### src/hdl/bis_pkg.sv
// Package for the batch integer sorter.
// Holds the word types of both ports and the link type between sort cells.
// No dependencies.
package bis_pkg;

    localparam int unsigned DATA_W = 32;

    typedef struct packed {
        logic signed [DATA_W-1:0] value;
        logic                     batch_end;
    } t_in_word;

    typedef struct packed {
        logic signed [DATA_W-1:0] sorted_value;
        logic                     run_end;
        logic                     overflowed;
    } t_out_word;

    typedef struct packed {
        logic                     vld;
        logic signed [DATA_W-1:0] val;
    } t_link;

endpackage

### src/hdl/bis_cell.sv
// One cell of the systolic insertion chain of the batch integer sorter.
// Keeps the smaller of held and new word, passes the larger; i_shift loads i_right.
// Depends on bis_pkg.
module bis_cell
    import bis_pkg::*;
(
    input  logic  i_clk,
    input  logic  i_rst_n,
    input  logic  i_shift,
    input  t_link i_left,
    input  t_link i_right,
    output t_link o_held,
    output t_link o_pass
);

    t_link r_held;
    t_link r_pass;
    t_link n_held;
    t_link n_pass;

    always_comb begin
        n_held     = r_held;
        n_pass     = r_pass;
        n_pass.vld = 1'b0;
        if (i_shift) begin
            n_held = i_right;
        end else if (i_left.vld) begin
            if (!r_held.vld) begin
                n_held = i_left;
            end else if (i_left.val < r_held.val) begin
                n_held = i_left;
                n_pass = r_held;
            end else begin
                n_pass = i_left;
            end
        end
    end

    always_ff @(posedge i_clk) begin
        r_held.val <= n_held.val;
        r_pass.val <= n_pass.val;
        if (!i_rst_n) begin
            r_held.vld <= 1'b0;
            r_pass.vld <= 1'b0;
        end else begin
            r_held.vld <= n_held.vld;
            r_pass.vld <= n_pass.vld;
        end
    end

    assign o_held = r_held;
    assign o_pass = r_pass;

endmodule

### config.mk
export PLATFORM = sky130hd
export DESIGN_NAME = bis_cell
export DESIGN_NICKNAME = d
export VERILOG_FILES = /design/src/hdl/bis_pkg.sv /design/src/hdl/bis_cell.sv
export SDC_FILE = /design/constraint.sdc
export NUM_CORES = 1
export LEC_CHECK = 0
export BUFFER_PORTS_ARGS = -buffer_cell sky130_fd_sc_hd__buf_2
export CORE_ASPECT_RATIO = 0.7
export CORE_UTILIZATION = 49
export DETAILED_ROUTE_END_ITERATION = 6
export GPL_TIMING_DRIVEN = 0
export HOLD_SLACK_MARGIN = 0.1
export PLACE_DENSITY = 0.8
export SLEW_MARGIN = 0
export SYNTH_ARGS = -nofsm -noshare
export SYNTH_HDL_FRONTEND = slang
export SYNTH_SLANG_ARGS = --single-unit
export TNS_END_PERCENT = 10
### constraint.sdc
create_clock -name i_clk -period 4.35 [get_ports i_clk]
set_clock_uncertainty 0.15 [all_clocks]
set_input_delay 0.6525 -clock i_clk [delete_from_list [all_inputs] [get_ports i_clk]]
set_output_delay 0.6525 -clock i_clk [all_outputs]
set_load 0.01 [all_outputs]
# After elaboration in Yosys (flattened, before gate mapping)
# Index checks and enable logic that the tools add are counted.
# totals
ff_bits	66
latch_bits	0
ramBits	0
romBits	0
out_inout_bits	66
mem_count	0
# classes
addsub	0
mul	0
div	0
order_cmp	1
n_eq_ne	1
n_shift	0
n_mux	5
n_bitwise	4
reduce_logical	4
# ops
op	count
2-to-1 mux 32 bit	3
2-to-1 mux 33 bit	2
< comparator 32 bit	1
inverter 1 bit	4
OR reduction 4 bit	1
!= test 3 x 2 -> 1 bit (second input constant)	1
AND reduction 3 bit	1
AND reduction 2 bit	1
nonzero test 2 bit	1

# Depth between registers and ports, before layout
# Gate-level depths: netlist (run 1).
# logic_depth
depth_word	5
mapped_depth	9
mapped_depth_nobuf	8

# Worst setup path before layout (run 1)
# OpenSTA, ideal clock, no wires.
# synth_path
path_type	input to register
from	input i_left[25] in the netlist's numbering
to	register r_held, in the netlist o_held[0] (enable)
arrival_ps	3165
required_ps	3809
setup_slack_ps	644
cell_stages	8
path_cell_list	ha_1 > a21o_1 > a221o_1 > a211oi_2 > o22ai_1 > a211oi_4 > buf_6 > o22a_1
# synth_via
elab_chain_len	3
# synth_lines
element	line_no	rtl
start: declaration	bis_cell.sv:10	input t_link i_left,
< comparator 32 bit	bis_cell.sv:30	end else if (i_left.val < r_held.val) begin
!= test 3 x 2 -> 1 bit (no line)	--	
AND reduction 2 bit (no line)	--	
end: declaration	bis_cell.sv:16	t_link r_held;
# Every way passes these cells.
# A chain may end at the register's enable or synchronous reset.

# Final worst setup path (run 1)
# layout_path
from	input i_left[2] in the netlist's numbering
to	register r_held, in the netlist o_held[11] (enable)
# Same word-level chain as after synthesis.

==> flow_summary.ini, run 1 <==
[routing]
drt-total-wl_mm = 7.67
via_count = 2508
ant_nets = 0
avgRoutedWirePerCell_um = 15.4
route.detailed.drc = 0
drt_iter0_markers = 75
via_per_inst = 5.03
dr.pass1.iters = 4

[setup_path]
critPathArrivalTime_ps = 3420
crit_top_cell = a211o_1
crit_fanout = 32
worst_setup_path_end_kind = register
crit_chain = buf_2 > ha_1 > a211o_1 > a31oi_1 > o221ai_1 > a211o_1 > a211oi_4 > buf_6 > o22a_2
required_ps = 4160
slowest_delay_ps = 710
worst-setup-path-type = in -> reg
crit_path_start_kind = primary input
cp_slowest_cell = o22a_2

[floorplan]
io_pins = 135
num_rows = 25
core-area_sq_um = 6910
die-area_sq_um = 7660
dieHeight_um = 73.5
die_w_um = 104
initial_core_util = 0.518

[grt]
grt_max_degree = 33
grt_first_pass_wirelength_mm = 12.3
grtUsageMet3 = 0.0648
grt-ovfl-total = 0
grt.busiest_layer = met2
use_met2 = 0.350
grt_use_met1 = 0.275
grt_pass1_vias = 2511
grt_usage = 0.214
antenna_found_initial = 0

[finish]
layout_commonest_cell = buf_2
final_cells = 499
drive_above_1_share = 0.533
register_area_sq_um = 1960
antenna_cells = 0
mostFrequentLayoutCells = buf_2 (133), edfxtp_1 (64), mux2_2 (62)
multi_input_area_sq_um = 1460
fill_cells = 568
nNetsFinal = 501
syn2layout_area_growth_pct = 27.1

[power_and_ir_drop]
switchingPower_uw = 439
swShare = 0.273
power_mw = 1.61
p_clk_frac = 0.264
comb_power_share = 0.242
power.internal_mw = 1.17
cellPowerDensity_nw_per_um2 = 353
peakVddDrop_v = 0.000224
leakage_nw = 2.06
seq_power_share = 0.494

[sta]
finalCritPeriodShare = 0.829
setup_ws_ps = 745
hold_viol_final = 0
holdWs_ps = 385
setup_tns_ps = 0
period_minus_slack_ps = 3600
max_slew_margin = 0.450
worstMarginPinSlew_ps = 825
finalMaxSlewViolations = 0
rsz0062_at_grt = false
setup_viol = 0
clock.fmax_mhz = 277

[yosys]
synth_top_area_share = 0.537
postSynthCellCount = 256
synthFlopType = edfxtp_1
synth_enable_flop_cells = 64
synth_warnings = 0
yosysSeqAreaShare = 0.548
synth.area.top_cells = edfxtp_1 (54%), mux2_2 (19%), ha_1 (11%)
yosys.area.top_type = edfxtp_1
synth_area_per_cell_sq_um = 14.0
synth_nets = 356
synth.ff_latch_count = 66
yosysUniqueCellTypes = 30
async_flop_share = 0
syn_area_sq_um = 3580

[clocking]
root_buffer = clkbuf_8
clock_path_buffers = 2
cts_sinks = 66
cts_tree = built
numCtsBuffers = 9
insertion_delay_ps = 340
postCtsHoldBufs = 0
htreeDepth = 3
path_clk_slew_ps = 70
post_cts_buffers = 0
cts_resized = 0

[placement]
gp_congestion = 0.763
port_buffers = 133
dp_cells = 484
place_ws_ps = 297
dp_hpwl_mm = 5.75

[run]
drv_cap = 0

[hold_path]
hold_path_class = in -> reg

[outcome]
status = finished clean
-- power groups by stage --
stage	Sequential (mW)	Combinational, mW	Clock (mW)
after CTS	0.793	0.395	0.440
after detailed placement	0.807	0.393	0
after global routing	0.799	0.430	0.460
after floorplan	0.825	0.235	0
after global placement	0.805	0.379	0
final	0.793	0.389	0.423
-- final timing paths --
path / from / end / slack [ps] / cells after the start
setup / recovery: i_left[2] / o_held[11] / 750 / 9
hold / removal: i_rst_n / o_pass[32] / 380 / 2
setup reg to reg: o_held[25] / o_held[11] / 760 / 9
hold reg to reg: o_held[32] / o_held[32] / 400 / 1
-- kinds of logic after synthesis --
logic type                 Yosys count  synth area share
DFF                                 66             0.548
muxes                               64             0.201
buffers and inverters               40            0.0482
adders and majority gates           31             0.108
AOI/OAI and AO/OA                   28            0.0555
and+or+nand+nor                     27            0.0391
-- cell usage after synthesis (2+ instances only) --
library cell and count:
mux2_1 2, and2_1 3, a21o_1 2, edfxtp_1 64
inv_1 33, nand4_1 3, dfxtp_1 2, buf_1 3
a21oi_1 12, ha_1 31, nand2_1 7, buf_6 3
nor2_1 5, nand3_1 3, a211o_1 2, mux2_2 62
and4_1 2, o21ai_0 3, nand2b_1 3
-- critical path, delay by kind of cell --
kind,cells,cell delay [ps]
fa+ha+maj,1,300
compound gates,6,2100
buf+inv,2,330
-- flip-flops by register name, indices dropped and copies added (netlist names) --
name / cells
o_held: 33
o_pass: 33
-- layout make-up --
class | count | share of cell area
clock inverters | 4 | 0.00440
repair buffers | 134 | 0.152
multi-input cells | 150 | 0.320
clock buffers | 11 | 0.0289
flip-flops and latches | 66 | 0.431
inverters | 33 | 0.0272
well taps | 94 | 0.0258
plain buffers | 7 | 0.0107
-- per-stage QoR --
stage                     area, sq um   util
after floorplan                  3580      -
after global placement           4370  0.631
after detailed placement         4400  0.637
after CTS                        4550  0.659
after global routing             4550  0.659
final                            4550  0.659
-- layer usage --
layer,vias to the layer above,part of all wire,wire length [um]
met2,91,0.45,3430
li1,1245,-,-
met3,6,0.069,528
met5,-,0,0
met1,1166,0.48,3650
met4,0,0.0065,50
No activity file was read; power rests on OpenSTA's default activity.
==> run 2: changes to the inputs <==
--- a/config.mk
+++ b/config.mk
@@ -7,11 +7,11 @@
 export LEC_CHECK = 0
 export BUFFER_PORTS_ARGS = -buffer_cell sky130_fd_sc_hd__buf_2
 export CORE_ASPECT_RATIO = 0.7
-export CORE_UTILIZATION = 49
+export CORE_UTILIZATION = 45
 export DETAILED_ROUTE_END_ITERATION = 6
 export GPL_TIMING_DRIVEN = 0
 export HOLD_SLACK_MARGIN = 0.1
-export PLACE_DENSITY = 0.8
+export PLACE_DENSITY = 0.77
 export SLEW_MARGIN = 0
 export SYNTH_ARGS = -nofsm -noshare
 export SYNTH_HDL_FRONTEND = slang
==> constraint.sdc (replaced) <==
create_clock -name i_clk -period 2.9 [get_ports i_clk]
set_clock_uncertainty 0.15 [all_clocks]
set_input_delay 0.435 -clock i_clk [delete_from_list [all_inputs] [get_ports i_clk]]
set_output_delay 0.435 -clock i_clk [all_outputs]
set_load 0.01 [all_outputs]
==> flow_summary.ini, run 2 (synthesis gave the netlist of run 1 again) <==
[grt]
grt_use_met1 = 0.281
grt_max_degree = 23
grt.busiest_layer = met2
grt-ovfl-total = 0
antenna_found_initial = 0
grtUsageMet3 = 0.0736
grt_first_pass_wirelength_mm = 13.0
use_met2 = 0.328
grt_usage = 0.211
grt_pass1_vias = 2607

[clocking]
cts_sinks = 66
clock_path_buffers = 2
htreeDepth = 3
numCtsBuffers = 9
postCtsHoldBufs = 0
path_clk_slew_ps = 50
insertion_delay_ps = 320
cts_tree = built
root_buffer = clkbuf_16

[setup_path]
crit_fanout = 5
crit_chain = inv_2 > ha_4 > a211o_1 > a31oi_2 > o221ai_2 > a211o_1 > a211oi_4 > buf_6 > buf_12 > buf_12 > mux2_4
worst_setup_path_end_kind = register
critPathArrivalTime_ps = 2890
crit_path_start_kind = register
critical-path-top-delay-family = compound AO/OA/AOI/OAI gates
required_ps = 2820
slowest_delay_ps = 420
cp_slowest_cell = edfxtp_1
worst-setup-path-type = reg -> reg
cp_num_buf_inv = 4

[finish]
syn2layout_area_growth_pct = 38.4
mostFrequentLayoutCells = buf_2 (133), edfxtp_1 (64), mux2_2 (50)
final_cells = 517
layout_commonest_cell = buf_2
fin_area_sq_um = 4960
multi_input_area_sq_um = 1600
register_area_sq_um = 1960
drive_above_1_share = 0.566
antenna_cells = 0
fill_cells = 578
nNetsFinal = 514

[placement]
dp_hpwl_mm = 5.93
gp_congestion = 0.810
dp_cells = 488
port_buffers = 133
dpl_cell_area_sq_um = 4420

[floorplan]
die_w_um = 109
initial_core_util = 0.477
io_pins = 135
die-area_sq_um = 8330
core-area_sq_um = 7510
dieHeight_um = 76.6
num_rows = 26

[sta]
finalCritPeriodShare = 1.02
finalMaxSlewViolations = 0
setup_tns_ps = -1280
rsz0062_at_grt = true
hold_viol_final = 0
worstMarginPinSlew_ps = 894
period_minus_slack_ps = 2970
setup_viol = 26
holdWs_ps = 181
max_slew_margin = 0.404
clock.fmax_mhz = 337
setup_ws_ps = -70.5

[hold_path]
hold_path_class = in -> reg

[routing]
avgRoutedWirePerCell_um = 16.5
ant_nets = 0
drt-total-wl_mm = 8.54
route.detailed.drc = 0
via_count = 2645
dr.pass1.iters = 4
drt_iter0_markers = 67
via_per_inst = 5.12

[power_and_ir_drop]
peakVddDrop_v = 0.000423
cellPowerDensity_nw_per_um2 = 592
leakage_nw = 2.26

[outcome]
violations = negative setup slack
status = finished with violations

[run]
drv_cap = 0
-- run 2: changes by cell type in the layout (fill, tap and decap cells not counted), sizes merged --
cell / delta
clkinv: -1
clkbuf: +2
o22a: +3
buf: +10
-- run 2: path summary, 6_finish.rpt --
path / startpoint / to / slack [ps] / depth (start not counted)
max: o_held[2] / o_pass[9] / -70 / 11
min: i_rst_n / o_pass[32] / 180 / 2
max reg2reg: o_held[2] / o_pass[9] / -70 / 11
min reg2reg: o_held[32] / o_held[32] / 400 / 1
-- run 2: metrics by stage --
step / util / setup slack, ps / power [mW]
3_3_place_gp: 0.584 / -816 / 1.78
4_1_cts: 0.655 / -147 / 2.94
5_1_grt: 0.660 / -149 / 3.07
2_1_floorplan: - / -11.9 / 1.59
6_report: 0.660 / -70.5 / 2.93
3_5_place_dp: 0.588 / -681 / 1.80
-- run 2: layout make-up --
cell class	count	share of cell area
sequential	66	0.396
multi-input combinational	153	0.323
timing repair buffer	145	0.165
clock buffer	13	0.0525
inverter	33	0.0250
tap	98	0.0247
buffer	6	0.0111
clock inverter	3	0.00303
-- run 2: repair_timing --
item | 4_1_cts | 5_1_grt
gates resized for setup | 26 | 2
endpoints found under the setup margin | 63 | 63
setup buffers | 7 | 3
pin swaps | 4 | 5
cloned | 4 | 0
-- run 2: layer usage --
metal / part of all wire / vias to the layer above
li1: - / 1293
met1: 0.46 / 1239
met2: 0.46 / 103
met3: 0.073 / 10
met4: 0.011 / 0
met5: 0 / -
-- run 2: where the power goes --
group          switching (mW)  internal (mW)  total, mW
logic                   0.339          0.411      0.750
clock network           0.370          0.621      0.991
registers              0.0387           1.15       1.19
==> run 3: changes to the inputs <==
==> constraint.sdc (replaced) <==
create_clock -name i_clk -period 2.9 [get_ports i_clk]
set_clock_uncertainty 0.15 [all_clocks]
set_input_delay 0 -clock i_clk [delete_from_list [all_inputs] [get_ports i_clk]]
set_output_delay 0 -clock i_clk [all_outputs]
set_load 0.01 [all_outputs]
==> flow_summary.ini, run 3 (synthesis gave the netlist of run 1 again) <==
[power_and_ir_drop]
leakage_nw = 2.68
cellPowerDensity_nw_per_um2 = 515
power_mw = 3.09
peakVddDrop_v = 0.000446

[routing]
via_per_inst = 4.98
ant_nets = 0
via_count = 3080
dr.pass1.iters = 4
drt-total-wl_mm = 10.6
avgRoutedWirePerCell_um = 17.2
drt_iter0_markers = 117
route.detailed.drc = 0

[sta]
worstMarginPinSlew_ps = 923
rsz0062_at_grt = true
max_slew_margin = 0.385
clock.fmax_mhz = 334
setup_ws_ps = -94.0
setup_viol = 50
finalMaxSlewViolations = 0
holdWs_ps = 344
period_minus_slack_ps = 2990
hold_viol_final = 0
finalCritPeriodShare = 1.03

[floorplan]
die_w_um = 109
dieHeight_um = 76.6
core-area_sq_um = 7510
die-area_sq_um = 8330
num_rows = 26
io_pins = 135
initial_core_util = 0.477

[setup_path]
critPathArrivalTime_ps = 2920
cp-startpoint = o_held[2]
worst_setup_path_end_kind = register
cp_slowest_cell = edfxtp_1
crit_chain = inv_2 > ha_4 > a211o_1 > a31oi_2 > o221ai_2 > a211o_1 > a211oi_4 > buf_6 > buf_12 > buf_12 > mux2_4
crit_fanout = 5
crit_path_start_kind = register
cp_num_buf_inv = 4
rr_startpoint = o_held[2]
slowest_delay_ps = 430
critical-path-top-delay-family = compound AO/OA/AOI/OAI gates
required_ps = 2820
worst-setup-path-type = reg -> reg

[placement]
dp_hpwl_mm = 5.93
gp_congestion = 0.810
port_buffers = 133

[grt]
grt-ovfl-total = 0
antenna_found_initial = 0
grt_usage = 0.263
grt_first_pass_wirelength_mm = 16.0
grt_max_degree = 23
grt_pass1_vias = 3192

[finish]
mostFrequentLayoutCells = buf_2 (133), dlygate4sd3_1 (101), edfxtp_1 (64)
register_area_sq_um = 1960
antenna_cells = 0
fill_cells = 465
drive_above_1_share = 0.463
multi_input_area_sq_um = 1620
layout_commonest_cell = buf_2
syn2layout_area_growth_pct = 67.2
nNetsFinal = 616

[clocking]
cts_tree = built
root_buffer = clkbuf_16
clock_path_buffers = 2
cts_sinks = 66
htreeDepth = 3
numCtsBuffers = 9
insertion_delay_ps = 320
path_clk_slew_ps = 60

[outcome]
status = finished with violations
violations = negative setup slack

[run]
drv_cap = 0

[hold_path]
hold_path_class = in -> reg
hp-start = i_rst_n
## run 3: cell types whose count changed in the layout (fill, tap and decap cells not counted)
| cell | delta |
|---|---|
| buf_4 | +1 |
| dlygate4sd3_1 | +101 |
| ha_1 | -2 |
| ha_2 | +1 |
| ha_4 | +1 |
| inv_1 | -1 |
| inv_2 | +1 |
## run 3: layout make-up
type / instances / share of cell area
Tap cell: 98 / 0.0205
Clock buffer: 13 / 0.0435
Sequential cell: 66 / 0.328
Multi-Input combinational cell: 153 / 0.270
Buffer: 6 / 0.00919
Clock inverter: 3 / 0.00251
Timing Repair Buffer: 247 / 0.306
Inverter: 33 / 0.0207
## run 3: what timing repair did
item / CTS / global route
cloned: 4 / 0
setup endpoints to repair: 63 / 63
endpoints found under the hold margin: 77 / 0
setup buffers: 7 / 4
resized for setup: 26 / 5
pin swaps: 4 / 6
hold buffers: 101 / 0
## run 3: metal layers
layer | global-route usage | share of wire | up-vias
li1 | - | - | 1488
met1 | 0.321 | 0.43 | 1460
met2 | 0.453 | 0.50 | 117
met3 | 0.0770 | 0.060 | 15
met4 | 0.0662 | 0.015 | 0
met5 | 0 | 0 | -
## run 3: worst paths after layout
path | slack (ps) | cells past startpoint | to
min | 340 | 3 | o_pass[32]
max reg2reg | -90 | 11 | o_pass[9]
max | -90 | 11 | o_pass[9]
min reg2reg | 450 | 1 | o_pass[29]
## run 3: stage by stage
step / setup TNS (ps) / setup WS (ps) / util / cells / area (sq um)
floorplan: -381 / -11.9 / - / 256 / 3600
global placement: -33390 / -476 / 0.584 / 487 / 4390
detailed placement: -24720 / -532 / 0.588 / 488 / 4420
CTS: -5330 / -147 / 0.790 / 615 / 5940
global route: -7340 / -172 / 0.797 / 619 / 5990
finish: -2220 / -94.0 / 0.797 / 619 / 5990
## run 3: tightest hold or removal path: stages
cell	delay [ps]
dlygate4sd3_1	550
buf_2	120
and2_1	110
## run 3: where the power goes
group	switching, mW	leakage [nW]	internal [mW]
sequential	0.0407	0.631	1.15
clock	0.379	0.139	0.621
combinational	0.376	1.91	0.518
total	0.795	2.68	2.29
